<file path="src/design/websocket_frame_deframer_macros.svh">
// ---------------------------------------------------------------------------
// websocket_frame_deframer assertion macros
// Shared concurrent assertion forms for the deframer modules.
// ---------------------------------------------------------------------------
`ifndef WEBSOCKET_FRAME_DEFRAMER_MACROS_SVH
`define WEBSOCKET_FRAME_DEFRAMER_MACROS_SVH

// Same-cycle implication, masked during reset.
`define WSD_ASSERT_IMPLY(label, clk, rst, ante, cons) \
  label: assert property (@(posedge clk) disable iff (rst) (ante) |-> (cons)) \
    else $error("deframer assertion failed");

// Next-cycle implication, masked during reset.
`define WSD_ASSERT_NEXT(label, clk, rst, ante, cons) \
  label: assert property (@(posedge clk) disable iff (rst) (ante) |=> (cons)) \
    else $error("deframer assertion failed");

`endif

</file>
<file path="src/design/wsd_pkg.sv">
// ---------------------------------------------------------------------------
// wsd_pkg
// Shared types and constants for the WebSocket frame deframer.
// ---------------------------------------------------------------------------
`timescale 1ns / 1ps

package wsd_pkg;

  // Width kept for payload length; longer extended lengths wrap.
  localparam int LEN_BITS = 64;

  localparam logic [3:0] OPCODE_MASK = 4'hF;
  localparam logic [3:0] OP_CONT     = 4'h0;
  localparam logic [3:0] OP_TEXT     = 4'h1;
  localparam logic [3:0] OP_BINARY   = 4'h2;
  localparam logic [3:0] OP_CLOSE    = 4'h8;
  localparam logic [3:0] OP_PING     = 4'h9;
  localparam logic [3:0] OP_PONG     = 4'hA;

  localparam logic [6:0] LEN7_EXT16  = 7'd126;
  localparam logic [6:0] LEN7_EXT64  = 7'd127;
  localparam logic [3:0] EXT16_BYTES = 4'd2;
  localparam logic [3:0] EXT64_BYTES = 4'd8;

  typedef enum logic [2:0] {
    KIND_BYTE  = 3'd0,
    KIND_EMPTY = 3'd1,
    KIND_CLOSE = 3'd2,
    KIND_PING  = 3'd3,
    KIND_PONG  = 3'd4,
    KIND_BAD   = 3'd5
  } kind_t;

  typedef struct packed {
    kind_t      kind;
    logic [7:0] data;
    logic [3:0] opcode;
    logic       fin;
    logic       masked;
    logic       last;
  } result_t;

endpackage

</file>
<file path="src/design/wsd_in_reg.sv">
// ---------------------------------------------------------------------------
// wsd_in_reg
// Input byte register; holds a request while the parser is stalled.
// ---------------------------------------------------------------------------
`timescale 1ns / 1ps

module wsd_in_reg (
  input  logic       clk,
  input  logic       rst,
  input  logic       in_valid,
  output logic       in_stall,
  input  logic [7:0] in_byte,
  input  logic       advance,
  output logic       byte_valid,
  output logic [7:0] byte_data
);
  import wsd_pkg::*;

  assign in_stall = byte_valid && !advance;

  always_ff @(posedge clk) begin
    if (rst) begin
      byte_valid <= 1'b0;
    end else if (!in_stall) begin
      byte_valid <= in_valid;
    end
  end

  always_ff @(posedge clk) begin
    if (!in_stall) begin
      byte_data <= in_byte;
    end
  end

endmodule

</file>
<file path="src/design/wsd_parser.sv">
// ---------------------------------------------------------------------------
// wsd_parser
// Frame header parser, length/key tracking and payload unmasking.
// ---------------------------------------------------------------------------
`timescale 1ns / 1ps

`include "websocket_frame_deframer_macros.svh"

module wsd_parser (
  input  logic            clk,
  input  logic            rst,
  input  logic            byte_valid,
  input  logic [7:0]      byte_data,
  input  logic            advance,
  output logic            res_valid,
  output wsd_pkg::result_t res
);
  import wsd_pkg::*;

  typedef enum logic [2:0] {
    PH_HDR1 = 3'd0,
    PH_HDR2 = 3'd1,
    PH_EXT  = 3'd2,
    PH_KEY  = 3'd3,
    PH_PAY  = 3'd4
  } phase_t;

  phase_t              phase, phase_next;
  logic [7:0]          first_header, first_header_next;
  logic                mask_present, mask_present_next;
  logic [3:0]          ext_len_count, ext_len_count_next;
  logic [LEN_BITS-1:0] remaining, remaining_next;
  logic [LEN_BITS-1:0] remaining_dec;
  logic [31:0]         mask_key, mask_key_next;
  logic [1:0]          key_index, key_index_next;
  logic [1:0]          key_sel;
  logic                halted, halted_next;
  logic                after_len, start_pay, finish;
  logic [6:0]          len7;
  logic [3:0]          ext_dec;
  logic                step;

  function automatic kind_t end_kind(input logic [3:0] op);
    kind_t k;
    case (op)
      OP_CONT, OP_TEXT, OP_BINARY: k = KIND_EMPTY;
      OP_CLOSE:                    k = KIND_CLOSE;
      OP_PING:                     k = KIND_PING;
      OP_PONG:                     k = KIND_PONG;
      default:                     k = KIND_BAD;
    endcase
    return k;
  endfunction

  assign step          = byte_valid && advance;
  assign len7          = byte_data[6:0];
  assign ext_dec       = (ext_len_count != 4'd0) ? ext_len_count - 4'd1 : ext_len_count;
  assign remaining_dec = (remaining != '0) ? remaining - LEN_BITS'(1) : remaining;
  // key byte 0 is the most significant byte of the key
  assign key_sel       = 2'd3 - key_index;

  always_comb begin
    phase_next         = phase;
    first_header_next  = first_header;
    mask_present_next  = mask_present;
    ext_len_count_next = ext_len_count;
    remaining_next     = remaining;
    mask_key_next      = mask_key;
    key_index_next     = key_index;
    halted_next        = halted;
    after_len          = 1'b0;
    start_pay          = 1'b0;
    finish             = 1'b0;
    res_valid          = 1'b0;
    res.kind           = KIND_BYTE;
    res.data           = 8'h00;
    res.last           = 1'b0;

    if (!halted) begin
      unique case (phase)
        PH_HDR2: begin
          mask_present_next = byte_data[7];
          if (len7 == LEN7_EXT16) begin
            remaining_next     = '0;
            ext_len_count_next = EXT16_BYTES;
            phase_next         = PH_EXT;
          end else if (len7 == LEN7_EXT64) begin
            remaining_next     = '0;
            ext_len_count_next = EXT64_BYTES;
            phase_next         = PH_EXT;
          end else begin
            remaining_next = LEN_BITS'(len7);
            after_len      = 1'b1;
          end
        end
        PH_EXT: begin
          remaining_next     = {remaining[LEN_BITS-9:0], byte_data};
          ext_len_count_next = ext_dec;
          after_len          = (ext_dec == 4'd0);
        end
        PH_KEY: begin
          mask_key_next  = {mask_key[23:0], byte_data};
          key_index_next = key_index + 2'd1;
          start_pay      = (key_index == 2'd3);
        end
        PH_PAY: begin
          remaining_next = remaining_dec;
          if (first_header[3:0] > OP_BINARY) begin
            // control or unknown frame: payload dropped
            finish = (remaining_dec == '0);
          end else begin
            key_index_next = key_index + 2'd1;
            res_valid      = 1'b1;
            res.data       = mask_present ? byte_data ^ mask_key[key_sel*8 +: 8] : byte_data;
            if (remaining_dec == '0) begin
              res.last   = 1'b1;
              phase_next = PH_HDR1;
            end
          end
        end
        default: begin
          first_header_next = byte_data;
          phase_next        = PH_HDR2;
        end
      endcase

      if (after_len) begin
        if (mask_present_next) begin
          mask_key_next  = '0;
          key_index_next = 2'd0;
          phase_next     = PH_KEY;
        end else begin
          start_pay = 1'b1;
        end
      end

      if (start_pay) begin
        key_index_next = 2'd0;
        if (remaining_next == '0) begin
          finish = 1'b1;
        end else begin
          phase_next = PH_PAY;
        end
      end

      if (finish) begin
        res_valid  = 1'b1;
        res.kind   = end_kind(first_header_next[3:0]);
        res.last   = 1'b1;
        phase_next = PH_HDR1;
        if (res.kind == KIND_BAD) begin
          halted_next = 1'b1;
        end
      end
    end

    res.opcode = first_header_next[3:0] & OPCODE_MASK;
    res.fin    = first_header_next[7];
    res.masked = mask_present_next;
  end

  always_ff @(posedge clk) begin
    if (rst) begin
      phase         <= PH_HDR1;
      first_header  <= 8'h00;
      mask_present  <= 1'b0;
      ext_len_count <= 4'd0;
      remaining     <= '0;
      mask_key      <= '0;
      key_index     <= 2'd0;
      halted        <= 1'b0;
    end else if (step) begin
      phase         <= phase_next;
      first_header  <= first_header_next;
      mask_present  <= mask_present_next;
      ext_len_count <= ext_len_count_next;
      remaining     <= remaining_next;
      mask_key      <= mask_key_next;
      key_index     <= key_index_next;
      halted        <= halted_next;
    end
  end

  `WSD_ASSERT_NEXT(a_halt_sticky, clk, rst, halted, halted)
  `WSD_ASSERT_IMPLY(a_halt_quiet, clk, rst, halted, !res_valid)
  `WSD_ASSERT_NEXT(a_bad_halts, clk, rst, step && res_valid && res.kind == KIND_BAD, halted)

endmodule

</file>
<file path="src/design/wsd_out_reg.sv">
// ---------------------------------------------------------------------------
// wsd_out_reg
// Result register; frees the parser whenever it is empty or being drained.
// ---------------------------------------------------------------------------
`timescale 1ns / 1ps

module wsd_out_reg (
  input  logic             clk,
  input  logic             rst,
  input  logic             byte_valid,
  input  logic             res_valid,
  input  wsd_pkg::result_t res,
  output logic             advance,
  output logic             out_valid,
  input  logic             out_stall,
  output wsd_pkg::result_t out_res
);
  import wsd_pkg::*;

  assign advance = !out_valid || !out_stall;

  always_ff @(posedge clk) begin
    if (rst) begin
      out_valid <= 1'b0;
    end else if (advance) begin
      out_valid <= byte_valid && res_valid;
    end
  end

  always_ff @(posedge clk) begin
    if (advance) begin
      out_res <= res;
    end
  end

endmodule

</file>
<file path="src/design/websocket_frame_deframer.sv">
// ---------------------------------------------------------------------------
// websocket_frame_deframer
// Received WebSocket frame parser with payload unmasking.
// ---------------------------------------------------------------------------
// Takes one stream byte per clock while the result side does not stall, and gives
// at most one result per byte. Each result reaches the outputs through a byte
// register that feeds the header/length/key parser, whose combinational update
// (bounded by the 64-bit length decrement and zero test) lands in a result
// register. A byte can be taken every cycle while results are drained; a stall
// on the result side holds both registers and reaches in_stall in the same
// cycle. An unknown opcode gives a bad-opcode event at the end of its frame,
// after which all bytes are taken and dropped until reset.
`timescale 1ns / 1ps

`include "websocket_frame_deframer_macros.svh"

module websocket_frame_deframer (
  input  logic       clk,
  input  logic       rst,
  input  logic       in_valid,
  output logic       in_stall,
  input  logic [7:0] in_byte,
  output logic       out_valid,
  input  logic       out_stall,
  output logic [2:0] event_kind,
  output logic [7:0] out_byte,
  output logic [3:0] frame_opcode,
  output logic       fin_flag,
  output logic       was_masked,
  output logic       frame_last
);
  import wsd_pkg::*;

  logic       advance;
  logic       byte_valid;
  logic [7:0] byte_data;
  logic       res_valid;
  result_t    res;
  result_t    out_res;

  wsd_in_reg u_in_reg (
    .clk        (clk),
    .rst        (rst),
    .in_valid   (in_valid),
    .in_stall   (in_stall),
    .in_byte    (in_byte),
    .advance    (advance),
    .byte_valid (byte_valid),
    .byte_data  (byte_data)
  );

  wsd_parser u_parser (
    .clk        (clk),
    .rst        (rst),
    .byte_valid (byte_valid),
    .byte_data  (byte_data),
    .advance    (advance),
    .res_valid  (res_valid),
    .res        (res)
  );

  wsd_out_reg u_out_reg (
    .clk        (clk),
    .rst        (rst),
    .byte_valid (byte_valid),
    .res_valid  (res_valid),
    .res        (res),
    .advance    (advance),
    .out_valid  (out_valid),
    .out_stall  (out_stall),
    .out_res    (out_res)
  );

  assign event_kind   = out_res.kind;
  assign out_byte     = out_res.data;
  assign frame_opcode = out_res.opcode;
  assign fin_flag     = out_res.fin;
  assign was_masked   = out_res.masked;
  assign frame_last   = out_res.last;

  `WSD_ASSERT_IMPLY(a_event_is_last, clk, rst, out_valid && out_res.kind != KIND_BYTE, frame_last)
  `WSD_ASSERT_IMPLY(a_event_no_data, clk, rst, out_valid && out_res.kind != KIND_BYTE, out_byte == 8'h00)

endmodule
</file>
<file path="config.mk">
export PLATFORM = sky130hd
export DESIGN_NAME = websocket_frame_deframer
export DESIGN_NICKNAME = d
export VERILOG_FILES = /design/src/design/wsd_pkg.sv /design/src/design/wsd_in_reg.sv /design/src/design/wsd_parser.sv /design/src/design/wsd_out_reg.sv /design/src/design/websocket_frame_deframer.sv
export VERILOG_INCLUDE_DIRS = /design/src /design/src/design
export SDC_FILE = /design/constraint.sdc
export NUM_CORES = 1
export LEC_CHECK = 0
export ABC_AREA = 0
export BUFFER_PORTS_ARGS = -buffer_cell sky130_fd_sc_hd__buf_2
export CAP_MARGIN = 20
export CORE_ASPECT_RATIO = 1.4
export CORE_MARGIN = 2
export CORE_UTILIZATION = 30
export DETAILED_ROUTE_END_ITERATION = 10
export GPL_TIMING_DRIVEN = 0
export HOLD_SLACK_MARGIN = 0.03
export PLACE_DENSITY = 0.43
export SKIP_CTS_REPAIR_TIMING = 1
export SYNTH_ARGS = -nofsm -noshare
export SYNTH_HDL_FRONTEND = slang
export SYNTH_SLANG_ARGS = --single-unit
</file>
<file path="constraint.sdc">
create_clock -name clk -period 5.45 [get_ports clk]
set_clock_uncertainty 0.2 [all_clocks]
set_input_delay 0.2725 -clock clk [delete_from_list [all_inputs] [get_ports clk]]
set_output_delay 0.2725 -clock clk [all_outputs]
set_load 0.005 [all_outputs]
</file>
==> results.toml <==
[run_status]
status = "complete, no violations"

[yosys]
yosysMostFrequentCell = "nand2_1"
synth_warnings = 0
ys_seq_elements = 140
synthAdderAreaFrac = 0.00589
synth-async-reset-ratio = 0
syn_area_mm2 = 0.0102
synth_ff_type = "dfxtp_1"
synth_largest_area_cell = "dfxtp_1"
synth.distinct_cells = 89
synth-xor-area-share = 0.0335
synth_edf_count = 26
synth_top_family_by_area = "compound AO/OA/AOI/OAI gates"
synth_top_area_frac = 0.224
postSynthNetCount = 1386
synth_compound_area_frac = 0.284
syn_avg_cell_area_um2 = 7.45
synthSimpleGateAreaFrac = 0.280
muxShareOfSynthArea = 0.0320
syn-instance-count = 1370
yosysSeqAreaShare = 0.300
ys_top_cells_by_area = "dfxtp_1, edfxtp_1, nand2_1"
yosys-top-cells-count = "nand2_1, nor2_1, clkbuf_1, dfxtp_1, a21oi_1"

[timing]
finalCritPeriodShare = 0.989
worstMarginPinSlew_ns = 1.27
slew_viol_final = 0
maxSlewHeadroom = 0.154
hold_viol = 0
setup_slack_ns = 0.0620
tns_ns = 0
setup_viol = 0
fmax_ghz = 0.186
final.min_clock_period_ns = 5.39

[power]
peakVddDrop_v = 0.000158
switching_share = 0.406
switchingPower_w = 0.00138
internal-power_w = 0.00201
pwr-share-clk = 0.379
seqPwrFrac = 0.329
power.leakage_nw = 4.17
p_per_area_mw_per_mm2 = 281
power_frac_comb = 0.293

[min_path]
whs_path_depth = 4
hp-class = "primary input to flip-flop"

[cells_and_area]
instances_no_fill = 1903
final_nets = 1460
final_core_util = 0.362
syn2layout_area_growth_pct = 18.4
drive_gt1_frac = 0.123

[cts]
clock_latency_ns = 0.47
clock_path_buffers = 2
root_buffer = "clkbuf_16"
numClockSinks = 140
cts_buffers = 17
path_clk_slew_ns = 0.09
htree_num_levels = 4
cts_tree = "done"

[placed_design]
hpwl_um = 49300
dp_worst_setup_slack_ns = -1.63
place.gp.congestion = 0.998
port_buffers = 31
dp_cells = 1855

[floorplan]
pin_count = 32
die-area_mm2 = 0.0355
fp-row-count = 79
initial_core_util = 0.305
core_mm2 = 0.0334
die_y_um = 222
die_w_um = 160

[route]
wl_um = 65600
drtAntennaViolNets = 0
wl_per_cell_um = 34.5
drt_drc_violations_left = 0
firstDrtPassIters = 6
drtIter0Drc = 1231
viasPerCell = 6.51
num_vias = 12400

[setup_path]
reg2reg_depth = 11
path_depth = 11
path_max_fanout = 10
cp-start-kind = "flip-flop"
crit_buf_inv = 6
critical_path.slowest_cell = "clkdlybuf4s15_1"
critPathKind = "flip-flop to flip-flop"
cp.arrival_ns = 5.49
max_stage_delay_ns = 0.82
critical-path-top-delay-family = "buffers and inverters"
cp-end-kind = "flip-flop"
crit_top_cell = "clkbuf_2"
crit_chain = "clkbuf_1, nor2_1, nand2_1, clkbuf_2, clkbuf_2, clkbuf_1, clkdlybuf4s15_1, clkbuf_2, o21ai_0, a22oi_1, nor2_1"
worstPathRequired_ns = 5.55

[global_route]
grt_max_degree = 22
antenna_found_initial = 2
grt_pass1_vias = 11900
grt_overflow = 0
grt_first_pass_wirelength_um = 91000
grt_util_all_layers = 0.362

[job]
cap_viol_max_count = 0
tightest hold or removal path: stages:
cell,delay (ns)
buf_2,0.13
inv_1,0.18
o21ai_0,0.13
a31oi_1,0.04
cells in the final DEF (no fill, tap or decap), types with 10 or more instances in the layout:
cell type,Yosys,layout
nor4_1,39,28
nand2b_1,13,13
xnor2_1,21,19
or4_1,12,12
dfxtp_1,114,114
o21ai_0,75,75
buf_4,1,10
nor3_1,65,57
o211ai_1,20,20
buf_2,9,43
inv_1,27,27
edfxtp_1,26,26
a211oi_1,30,30
a31oi_1,19,19
o31ai_1,11,11
xor2_1,18,18
nand3_1,35,34
buf_1,14,12
nor2_1,147,142
clkbuf_1,114,105
or2_2,11,11
a22o_1,11,11
a22oi_1,43,43
or3_1,23,22
clkbuf_16,0,17
nand4_1,26,26
nand2_1,151,151
a21oi_1,85,85
per-stage QoR:
stage	power [W]	instance area [um2]	hold slack (ns)
CTS	0.00331	11600	-0.232
finish	0.00339	12100	0.126
global placement	0.00203	10900	0.250
floorplan	0.00163	10200	0.171
detailed placement	0.00203	11000	0.251
global route	0.00347	12100	0.143
cell type report:
| cell class | count | area (um2) |
|---|---|---|
| Clock buffer | 17 | 425 |
| Sequential cell | 140 | 3060 |
| Tap cell | 445 | 557 |
| Timing Repair Buffer | 58 | 390 |
| Inverter | 27 | 101 |
| Antenna cell | 1 | 2.50 |
| Fill cell | 3731 | 21300 |
| Clock inverter | 15 | 189 |
| Buffer | 137 | 559 |
| Multi-Input combinational cell | 1063 | 6790 |
cell families after synthesis:
logic type,count (synthesis)
multiplexers,22
adder cells (fa/ha/maj),5
buffers and inverters,167
AND/OR/NAND/NOR,578
flip-flops,140
XOR/XNOR,39
AO/OA/AOI/OAI,419
sequential cells by signal (all words and copies together), names as in the netlist:
| signal | count |
|---|---|
| u_parser.remaining | 64 |
| u_parser.mask_key | 32 |
| u_out_reg.out_res | 18 |
| u_in_reg.byte_data | 8 |
| u_parser.first_header | 5 |
| u_parser.ext_len_count | 4 |
| u_parser.phase | 3 |
| u_parser.key_index | 2 |
| u_in_reg.byte_valid | 1 |
| u_out_reg.out_valid | 1 |
| u_parser.halted | 1 |
| u_parser.mask_present | 1 |
path summary, 6_finish.rpt:
| path | slack, ns | to | start |
|---|---|---|---|
| worst min register to register | 0.27 | u_parser.first_header[7] | u_parser.first_header[7] |
| worst max register to register | 0.06 | u_parser.remaining[14] | u_parser.phase[0] |
| worst min-delay path | 0.13 | u_parser.remaining[30] | rst |
| worst max-delay path | 0.06 | u_parser.remaining[14] | u_parser.phase[0] |
power groups by stage:
| stage | clock (W) | sequential (W) | combinational, W |
|---|---|---|---|
| finish | 0.00129 | 0.00111 | 0.000993 |
| global placement | 0 | 0.00113 | 0.000899 |
| detailed placement | 0 | 0.00113 | 0.000892 |
| global route | 0.00134 | 0.00112 | 0.00101 |
| CTS | 0.00130 | 0.00111 | 0.000896 |
| floorplan | 0 | 0.00112 | 0.000505 |
metal layers:
layer / up-vias / global-route usage / wire (um)
li1: 5294 / - / -
met1: 6100 / 0.405 / 23900
met2: 725 / 0.608 / 30800
met3: 274 / 0.0678 / 4660
met4: 2 / 0.277 / 6150
met5: - / 0 / 13
No activity file was read; power rests on OpenSTA's default activity.
